--- config.mk ---
export PLATFORM = sky130hd
export DESIGN_NAME = ray_ground_point_classifier
export DESIGN_NICKNAME = d
export VERILOG_FILES = /design/src/rtl/rgpc_pkg.sv /design/src/rtl/ray_ground_point_classifier.sv /design/src/rtl/rgpc_cfg.sv /design/src/rtl/rgpc_calc.sv
export SDC_FILE = /design/constraint.sdc
export NUM_CORES = 2
export LEC_CHECK = 0
export ABC_AREA = 1
export BUFFER_PORTS_ARGS = -buffer_cell sky130_fd_sc_hd__buf_2
export CAP_MARGIN = 10
export CORE_UTILIZATION = 40
export CTS_CLUSTER_DIAMETER = 60
export DETAILED_ROUTE_END_ITERATION = 10
export SYNTH_ARGS = -nofsm -noshare
export SYNTH_HDL_FRONTEND = slang
export SYNTH_SLANG_ARGS = --single-unit
--- constraint.sdc ---
create_clock -name clk -period 17.2 [get_ports clk]
set_clock_uncertainty 0.1 [all_clocks]
set_input_delay 2.58 -clock clk [delete_from_list [all_inputs] [get_ports clk]]
set_output_delay 2.58 -clock clk [all_outputs]
set_load 0.01 [all_outputs]
--- src/rtl/rgpc_pkg.sv ---
// Shared types, register codes and widths of the ray ground point classifier.
package rgpc_pkg;

  localparam int RADIUS_W = 18;
  localparam int HEIGHT_W = 16;
  localparam int INDEX_W = 17;
  localparam int SENSOR_W = 13;
  localparam int DIST_W = 12;
  localparam int RECLASS_W = 16;
  localparam int TAN_W = 16;
  localparam int FRAC_W = 16;

  localparam int ADDR_W = 5;
  localparam int DATA_W = 32;

  // Register codes, taken from paddr[4:2]
  localparam logic [2:0] REG_MOUNT_HEIGHT = 3'd0;
  localparam logic [2:0] REG_MIN_HEIGHT = 3'd1;
  localparam logic [2:0] REG_CONCENTRIC = 3'd2;
  localparam logic [2:0] REG_RECLASS = 3'd3;
  localparam logic [2:0] REG_LOCAL_TAN = 3'd4;
  localparam logic [2:0] REG_GENERAL_TAN = 3'd5;

  localparam logic [SENSOR_W-1:0] MOUNT_HEIGHT_RST = 13'd300;
  localparam logic [DIST_W-1:0] MIN_HEIGHT_RST = 12'd50;
  localparam logic [DIST_W-1:0] CONCENTRIC_RST = 12'd10;
  localparam logic [RECLASS_W-1:0] RECLASS_RST = 16'd200;
  localparam logic [TAN_W-1:0] LOCAL_TAN_RST = 16'd9210;
  localparam logic [TAN_W-1:0] GENERAL_TAN_RST = 16'd5734;

  typedef struct packed {
    logic [SENSOR_W-1:0] mount_height;
    logic [DIST_W-1:0] min_height;
    logic [DIST_W-1:0] concentric;
    logic [RECLASS_W-1:0] reclass;
    logic [TAN_W-1:0] local_tan;
    logic [TAN_W-1:0] general_tan;
  } cfg_t;

  // History of the previous point of the ray
  typedef struct packed {
    logic [RADIUS_W-1:0] radius;
    logic signed [HEIGHT_W-1:0] height;
    logic ground;
  } hist_t;

endpackage

--- src/rtl/ray_ground_point_classifier.sv ---
// Top level of the ray ground point classifier: handshake, history and registers.
//
// Input channel: in_valid with radius_mm, height_mm, ray_start, point_index;
// an item is taken at a clock edge where in_valid is high and in_stall low.
// Points of one ray come in order of increasing radius, the first one flagged
// with ray_start. Output channel: out_valid with out_index and is_ground, one
// result per point, taken when out_valid is high and out_stall low.
// The point is held in an input register, classified against the previous
// point in one pass, and written to the result register together with the
// updated ray history. Throughput is one point per cycle while out_stall is
// low; the history update inside that single pass is what sets it.
// When out_stall holds the result, the input register still takes one more
// item, then in_stall rises until the result leaves.
// A synchronous rst empties both registers, clears the history and loads the
// default thresholds. Thresholds are to be written over the APB port only
// while no point is in flight; the block does not enforce this.
module ray_ground_point_classifier (
  input  logic clk,
  input  logic rst,
  input  logic in_valid,
  output logic in_stall,
  input  logic [rgpc_pkg::RADIUS_W-1:0] radius_mm,
  input  logic signed [rgpc_pkg::HEIGHT_W-1:0] height_mm,
  input  logic ray_start,
  input  logic [rgpc_pkg::INDEX_W-1:0] point_index,
  output logic out_valid,
  input  logic out_stall,
  output logic [rgpc_pkg::INDEX_W-1:0] out_index,
  output logic is_ground,
  input  logic psel,
  input  logic penable,
  input  logic pwrite,
  input  logic [rgpc_pkg::ADDR_W-1:0] paddr,
  input  logic [rgpc_pkg::DATA_W-1:0] pwdata,
  output logic [rgpc_pkg::DATA_W-1:0] prdata,
  output logic pready
);

  rgpc_pkg::cfg_t cfg;
  rgpc_pkg::hist_t hist;
  rgpc_pkg::hist_t hist_next;

  logic in_full;
  logic [rgpc_pkg::RADIUS_W-1:0] in_radius;
  logic signed [rgpc_pkg::HEIGHT_W-1:0] in_height;
  logic in_start;
  logic [rgpc_pkg::INDEX_W-1:0] in_index;

  logic out_free;
  logic advance;
  logic in_load;

  assign out_free = !out_valid || !out_stall;
  assign advance = in_full && out_free;
  assign in_stall = in_full && !out_free;
  assign in_load = in_valid && !in_stall;

  rgpc_cfg u_cfg (
    .clk(clk),
    .rst(rst),
    .psel(psel),
    .penable(penable),
    .pwrite(pwrite),
    .paddr(paddr),
    .pwdata(pwdata),
    .prdata(prdata),
    .pready(pready),
    .cfg(cfg)
  );

  rgpc_calc u_calc (
    .cfg(cfg),
    .hist(hist),
    .radius_mm(in_radius),
    .height_mm(in_height),
    .ray_start(in_start),
    .hist_next(hist_next)
  );

  // Input register
  always_ff @(posedge clk) begin
    if (rst) begin
      in_full <= 1'b0;
    end else if (in_load) begin
      in_full <= 1'b1;
    end else if (advance) begin
      in_full <= 1'b0;
    end
  end

  always_ff @(posedge clk) begin
    if (in_load) begin
      in_radius <= radius_mm;
      in_height <= height_mm;
      in_start <= ray_start;
      in_index <= point_index;
    end
  end

  // Advance history only when the item moves into the result register
  always_ff @(posedge clk) begin
    if (rst) begin
      hist <= '0;
    end else if (advance) begin
      hist <= hist_next;
    end
  end

  // Result register
  always_ff @(posedge clk) begin
    if (rst) begin
      out_valid <= 1'b0;
    end else if (out_free) begin
      out_valid <= in_full;
    end
  end

  always_ff @(posedge clk) begin
    if (advance) begin
      out_index <= in_index;
      is_ground <= hist_next.ground;
    end
  end

endmodule

--- src/rtl/rgpc_cfg.sv ---
// APB register bank holding the classifier thresholds.
module rgpc_cfg (
  input  logic clk,
  input  logic rst,
  input  logic psel,
  input  logic penable,
  input  logic pwrite,
  input  logic [rgpc_pkg::ADDR_W-1:0] paddr,
  input  logic [rgpc_pkg::DATA_W-1:0] pwdata,
  output logic [rgpc_pkg::DATA_W-1:0] prdata,
  output logic pready,
  output rgpc_pkg::cfg_t cfg
);

  logic wr_en;
  logic [2:0] reg_sel;

  assign pready = 1'b1;
  assign wr_en = psel && penable && pwrite;
  assign reg_sel = paddr[4:2];

  always_ff @(posedge clk) begin
    if (rst) begin
      cfg.mount_height <= rgpc_pkg::MOUNT_HEIGHT_RST;
      cfg.min_height <= rgpc_pkg::MIN_HEIGHT_RST;
      cfg.concentric <= rgpc_pkg::CONCENTRIC_RST;
      cfg.reclass <= rgpc_pkg::RECLASS_RST;
      cfg.local_tan <= rgpc_pkg::LOCAL_TAN_RST;
      cfg.general_tan <= rgpc_pkg::GENERAL_TAN_RST;
    end else if (wr_en) begin
      case (reg_sel)
        rgpc_pkg::REG_MOUNT_HEIGHT: cfg.mount_height <= pwdata[rgpc_pkg::SENSOR_W-1:0];
        rgpc_pkg::REG_MIN_HEIGHT: cfg.min_height <= pwdata[rgpc_pkg::DIST_W-1:0];
        rgpc_pkg::REG_CONCENTRIC: cfg.concentric <= pwdata[rgpc_pkg::DIST_W-1:0];
        rgpc_pkg::REG_RECLASS: cfg.reclass <= pwdata[rgpc_pkg::RECLASS_W-1:0];
        rgpc_pkg::REG_LOCAL_TAN: cfg.local_tan <= pwdata[rgpc_pkg::TAN_W-1:0];
        rgpc_pkg::REG_GENERAL_TAN: cfg.general_tan <= pwdata[rgpc_pkg::TAN_W-1:0];
        default: ;
      endcase
    end
  end

  always_comb begin
    prdata = '0;
    case (reg_sel)
      rgpc_pkg::REG_MOUNT_HEIGHT: prdata[rgpc_pkg::SENSOR_W-1:0] = cfg.mount_height;
      rgpc_pkg::REG_MIN_HEIGHT: prdata[rgpc_pkg::DIST_W-1:0] = cfg.min_height;
      rgpc_pkg::REG_CONCENTRIC: prdata[rgpc_pkg::DIST_W-1:0] = cfg.concentric;
      rgpc_pkg::REG_RECLASS: prdata[rgpc_pkg::RECLASS_W-1:0] = cfg.reclass;
      rgpc_pkg::REG_LOCAL_TAN: prdata[rgpc_pkg::TAN_W-1:0] = cfg.local_tan;
      rgpc_pkg::REG_GENERAL_TAN: prdata[rgpc_pkg::TAN_W-1:0] = cfg.general_tan;
      default: prdata = '0;
    endcase
  end

endmodule

--- src/rtl/rgpc_calc.sv ---
// Ground test of one point against the previous point of its ray.
module rgpc_calc (
  input  rgpc_pkg::cfg_t cfg,
  input  rgpc_pkg::hist_t hist,
  input  logic [rgpc_pkg::RADIUS_W-1:0] radius_mm,
  input  logic signed [rgpc_pkg::HEIGHT_W-1:0] height_mm,
  input  logic ray_start,
  output rgpc_pkg::hist_t hist_next
);

  // Heights are compared in Q16, thresholds are at most 35 bits signed
  localparam int QW = 37;
  localparam int DW = rgpc_pkg::HEIGHT_W + 2;
  localparam int SW = rgpc_pkg::RADIUS_W + 1;
  localparam int LPW = rgpc_pkg::TAN_W + 1 + SW;
  localparam int GPW = rgpc_pkg::TAN_W + rgpc_pkg::RADIUS_W;
  localparam int FW = rgpc_pkg::DIST_W + rgpc_pkg::FRAC_W;

  function automatic logic in_window(input logic signed [DW-1:0] diff,
                                     input logic signed [QW-1:0] thr);
    logic signed [QW-1:0] diff_q;
    begin
      diff_q = {{(QW-DW-rgpc_pkg::FRAC_W){diff[DW-1]}}, diff,
                {rgpc_pkg::FRAC_W{1'b0}}};
      in_window = (diff_q <= thr) && (diff_q >= -thr);
    end
  endfunction

  logic [rgpc_pkg::RADIUS_W-1:0] base_radius;
  logic signed [rgpc_pkg::HEIGHT_W-1:0] sensor_s;
  logic signed [rgpc_pkg::HEIGHT_W-1:0] base_height;
  logic base_ground;
  logic signed [SW-1:0] step;
  logic signed [LPW-1:0] local_prod;
  logic [GPW-1:0] general_prod;
  logic signed [QW-1:0] local_thr;
  logic signed [QW-1:0] floor_thr;
  logic signed [QW-1:0] general_thr;
  logic signed [DW-1:0] d_prev;
  logic signed [DW-1:0] d_gnd;
  logic ground;

  always_comb begin
    sensor_s = $signed({3'b000, cfg.mount_height});
    // A new ray starts from the expected ground under the sensor
    base_radius = ray_start ? '0 : hist.radius;
    base_height = ray_start ? -sensor_s : hist.height;
    base_ground = ray_start ? 1'b0 : hist.ground;

    step = $signed({1'b0, radius_mm}) - $signed({1'b0, base_radius});
    local_prod = LPW'($signed({1'b0, cfg.local_tan})) * LPW'(step);
    general_prod = GPW'(cfg.general_tan) * GPW'(radius_mm);

    local_thr = {{(QW-LPW){local_prod[LPW-1]}}, local_prod};
    floor_thr = $signed({{(QW-FW){1'b0}}, cfg.min_height, {rgpc_pkg::FRAC_W{1'b0}}});
    general_thr = $signed({{(QW-GPW){1'b0}}, general_prod});

    if (step > $signed({{(SW-rgpc_pkg::DIST_W){1'b0}}, cfg.concentric}) &&
        local_thr < floor_thr) begin
      local_thr = floor_thr;
    end

    d_prev = {{2{height_mm[rgpc_pkg::HEIGHT_W-1]}}, height_mm} -
             {{2{base_height[rgpc_pkg::HEIGHT_W-1]}}, base_height};
    d_gnd = {{2{height_mm[rgpc_pkg::HEIGHT_W-1]}}, height_mm} +
            {{2{sensor_s[rgpc_pkg::HEIGHT_W-1]}}, sensor_s};

    if (in_window(d_prev, local_thr)) begin
      ground = base_ground || in_window(d_gnd, general_thr);
    end else begin
      // Reclassify only after a large radius gap
      ground = (step > $signed({{(SW-rgpc_pkg::RECLASS_W){1'b0}}, cfg.reclass})) &&
               in_window(d_gnd, local_thr);
    end

    hist_next.radius = radius_mm;
    hist_next.height = height_mm;
    hist_next.ground = ground;
  end

endmodule
==> PnR_summary.wiki <==
{| class="wikitable"
! Metric !! Value
|-
| Result of the run || completed
|-
| Number of cells produced by synthesis || 4858
|-
| Peak clock frequency supported by timing || 65.3 MHz
|-
| Number of setup violations in the final report || 0
|-
| Number of synthesized flops with an enable pin || 70
|-
| Growth of design area from synthesis to finish || 6.23%
|-
| Clock transition at path regs || 80 ps
|-
| Die Outline Area || 0.0933 mm²
|-
| DR vias/cell || 5.15
|-
| Number of max-cap violations || 0
|-
| Number of rows in the core area || 110
|-
| Crit-path most repeated cell || nand2_1
|-
| Starting density of the core || 0.407
|-
| Post-synthesis average cell area || 7.58 µm²
|-
| CTS tree || yes
|-
| Slew Limit Headroom || 0.194
|-
| Main synth FF type || dfxtp_1
|-
| Clock buffers created by TritonCTS || 17
|-
| Crit Path Category || reg2reg
|-
| Routed length per instance || 18.4 µm
|-
| Maximum level of the CTS H-tree || 4
|-
| Utilization after layout || 0.432
|-
| Sequential-to-total area share from yosys stat || 0.123
|-
| Fraction of final layout cells with drive strength greater than 1 || 0.0576
|-
| Number of buffers on the longest clock path || 2
|-
| Commonest non-fill, non-tap cells in the layout || inv_1, nand2_1, fa_1, ha_1, nor2_1
|-
| Clock insertion delay at the later pin of the skew report || 480 ps
|-
| Count of nets after finishing || 5914
|-
| Minimum setup slack among reg-to-reg paths || 1880 ps
|-
| CP Launch Type || register
|-
| Final Routed Wirelength || 111000 µm
|-
| Pin count of the biggest net entering global routing || 118
|-
| Final sum of negative setup slack || 0 ps
|-
| Count of buffers added by post-CTS timing repair for setup || 0
|-
| Via count of the first global-routing pass || 30500
|-
| Commonest non-fill, non-tap cell in the layout || inv_1
|-
| Number of antenna violations at the first check in global routing || 2
|-
| Post-synth design cell area || 0.0368 mm²
|-
| Grt total ovfl || 0
|-
| Critical path's largest stage delay || 830 ps
|-
| Worst-margin pin slew || 1200 ps
|-
| Fill cell total of the finished layout || 9271
|-
| Final slew viol count || 0
|-
| Number of buffer cells added on primary ports || 113
|-
| Overall die height || 306 µm
|-
| Unrepaired setup endpoints after global routing || false
|-
| Die extent in x || 306 µm
|-
| Io pins || 149
|-
| Hold buffer count at cts || 0
|-
| Flops & latches, synth || 192
|-
| Arrival time at the worst endpoint || 15460 ps
|-
| Number of clock sinks seen by CTS || 192
|-
| Nature of the critical path endpoint || register
|-
| First-pass iteration count of the detailed router || 6
|-
| Worst min-delay path class || reg2reg
|-
| CP max stage cell || clkinv_1
|-
| DRC violation count after routing || 0
|-
| Count of instances resized after the clock tree is built || 0
|-
| Post-synthesis cell type count || 65
|-
| Final HPWL from detailed placement || 90300 µm
|-
| First-iteration detailed-routing DRC count || 2398
|-
| Async set-reset flop share out of synthesis || 0
|-
| Top fanout value on the critical path || 39
|-
| Part of the cycle the worst path needs || 0.891
|-
| First-pass GRT wire length || 173000 µm
|-
| Root Driver || clkbuf_16
|-
| Critical path required time || 17340 ps
|-
| Number of failing hold endpoints at the final stage || 0
|-
| Total global routing track utilization || 0.241
|-
| Routability cong. || 0.992
|-
| Total via count after detailed routing || 31300
|-
| Remaining number of nets flagged by the antenna check after routing || 0
|-
| Total of warnings raised by yosys || 0
|-
| Final period demand of the worst path || 15320 ps
|-
| Core Footprint || 0.0906 mm²
|}
[sequential cells by signal, indices dropped and copies added, names as in the netlist]
name and count:
in_start 1, in_index 17, u_cfg.cfg 85, out_valid 1, is_ground 1, in_height 16
out_index 17, in_full 1, hist 35, in_radius 18
[worst max-delay path, delay by kind of cell (launching register included)]
family	cells	cell delay (ps)
and+or+nand+nor	36	5980
xor gates and xnor gates	1	400
AOI/OAI and AO/OA	7	1170
DFF	1	320
buffers and inverters	11	2430
adders and majority gates	11	4680
[kinds of logic after synthesis]
family | after synthesis | share of synthesized area
buffers and inverters | 1321 | 0.137
adder cells (fa/ha/maj) | 937 | 0.427
AO/OA/AOI/OAI | 518 | 0.0820
AND/OR/NAND/NOR | 1740 | 0.195
flip-flops | 192 | 0.123
other | 2 | 0.000204
XOR/XNOR | 147 | 0.0351
multiplexers | 1 | 0.000272
[per-layer routing]
layer | GRT usage | vias to the layer above | routed length [µm]
li1 | - | 14900 | -
met1 | 0.344 | 15200 | 51100
met2 | 0.382 | 1031 | 49600
met3 | 0.0354 | 143 | 8190
met4 | 0.0577 | 0 | 2560
met5 | 0 | - | 0
[synthesized netlist by cell type, types with 24 or more instances]
library cell  instances  area share
inv_1              1114        0.11
nand2_1            1031        0.11
fa_1                532        0.29
ha_1                405        0.14
nor2_1              391       0.040
a21oi_1             218       0.030
o21ai_0             158       0.021
nand3_1             147       0.020
clkbuf_1            142       0.014
dfxtp_1             122       0.066
xor2_1              110       0.026
edfxtp_1             70       0.057
nand4_1              46      0.0078
nor3_1               39      0.0053
xnor2_1              36      0.0086
o211ai_1             25      0.0051
inv_2                24      0.0024
[area by class of cell]
type                            count  area (µm²)  share of cell area
Clock buffer                       17         425              0.0109
Sequential cell                   192        4540               0.116
Inverter                         1149        4310               0.110
Multi-Input combinational cell   3360       27300               0.698
Clock inverter                     15         150             0.00384
Antenna cell                        1        2.50           0.0000639
Timing Repair Buffer              161         926              0.0237
Tap cell                         1176        1470              0.0376
[worst paths after layout]
kind / start / end / cells past startpoint
min: in_index[9]$_DFFE_PP_ / out_index[9]$_DFFE_PP_ / 0
max: in_start$_DFFE_PP_ / is_ground$_DFFE_PP_ / 66
min reg2reg: in_index[9]$_DFFE_PP_ / out_index[9]$_DFFE_PP_ / 0
max reg2reg: in_start$_DFFE_PP_ / is_ground$_DFFE_PP_ / 66
[through the flow]
stage	instances	instance area, µm²	setup WS (ps)	hold WS (ps)
after global routing	6071	39100	931	327
after floorplan	4873	36900	5010	300
after detailed placement	6038	38600	2020	305
after global placement	6038	38600	2200	300
final	6071	39100	1880	321
after CTS	6070	39100	2000	322
Power is left out: the tool's default activity adds up to more than one toggle a clock period on the data nets, which glitch-free logic cannot reach.
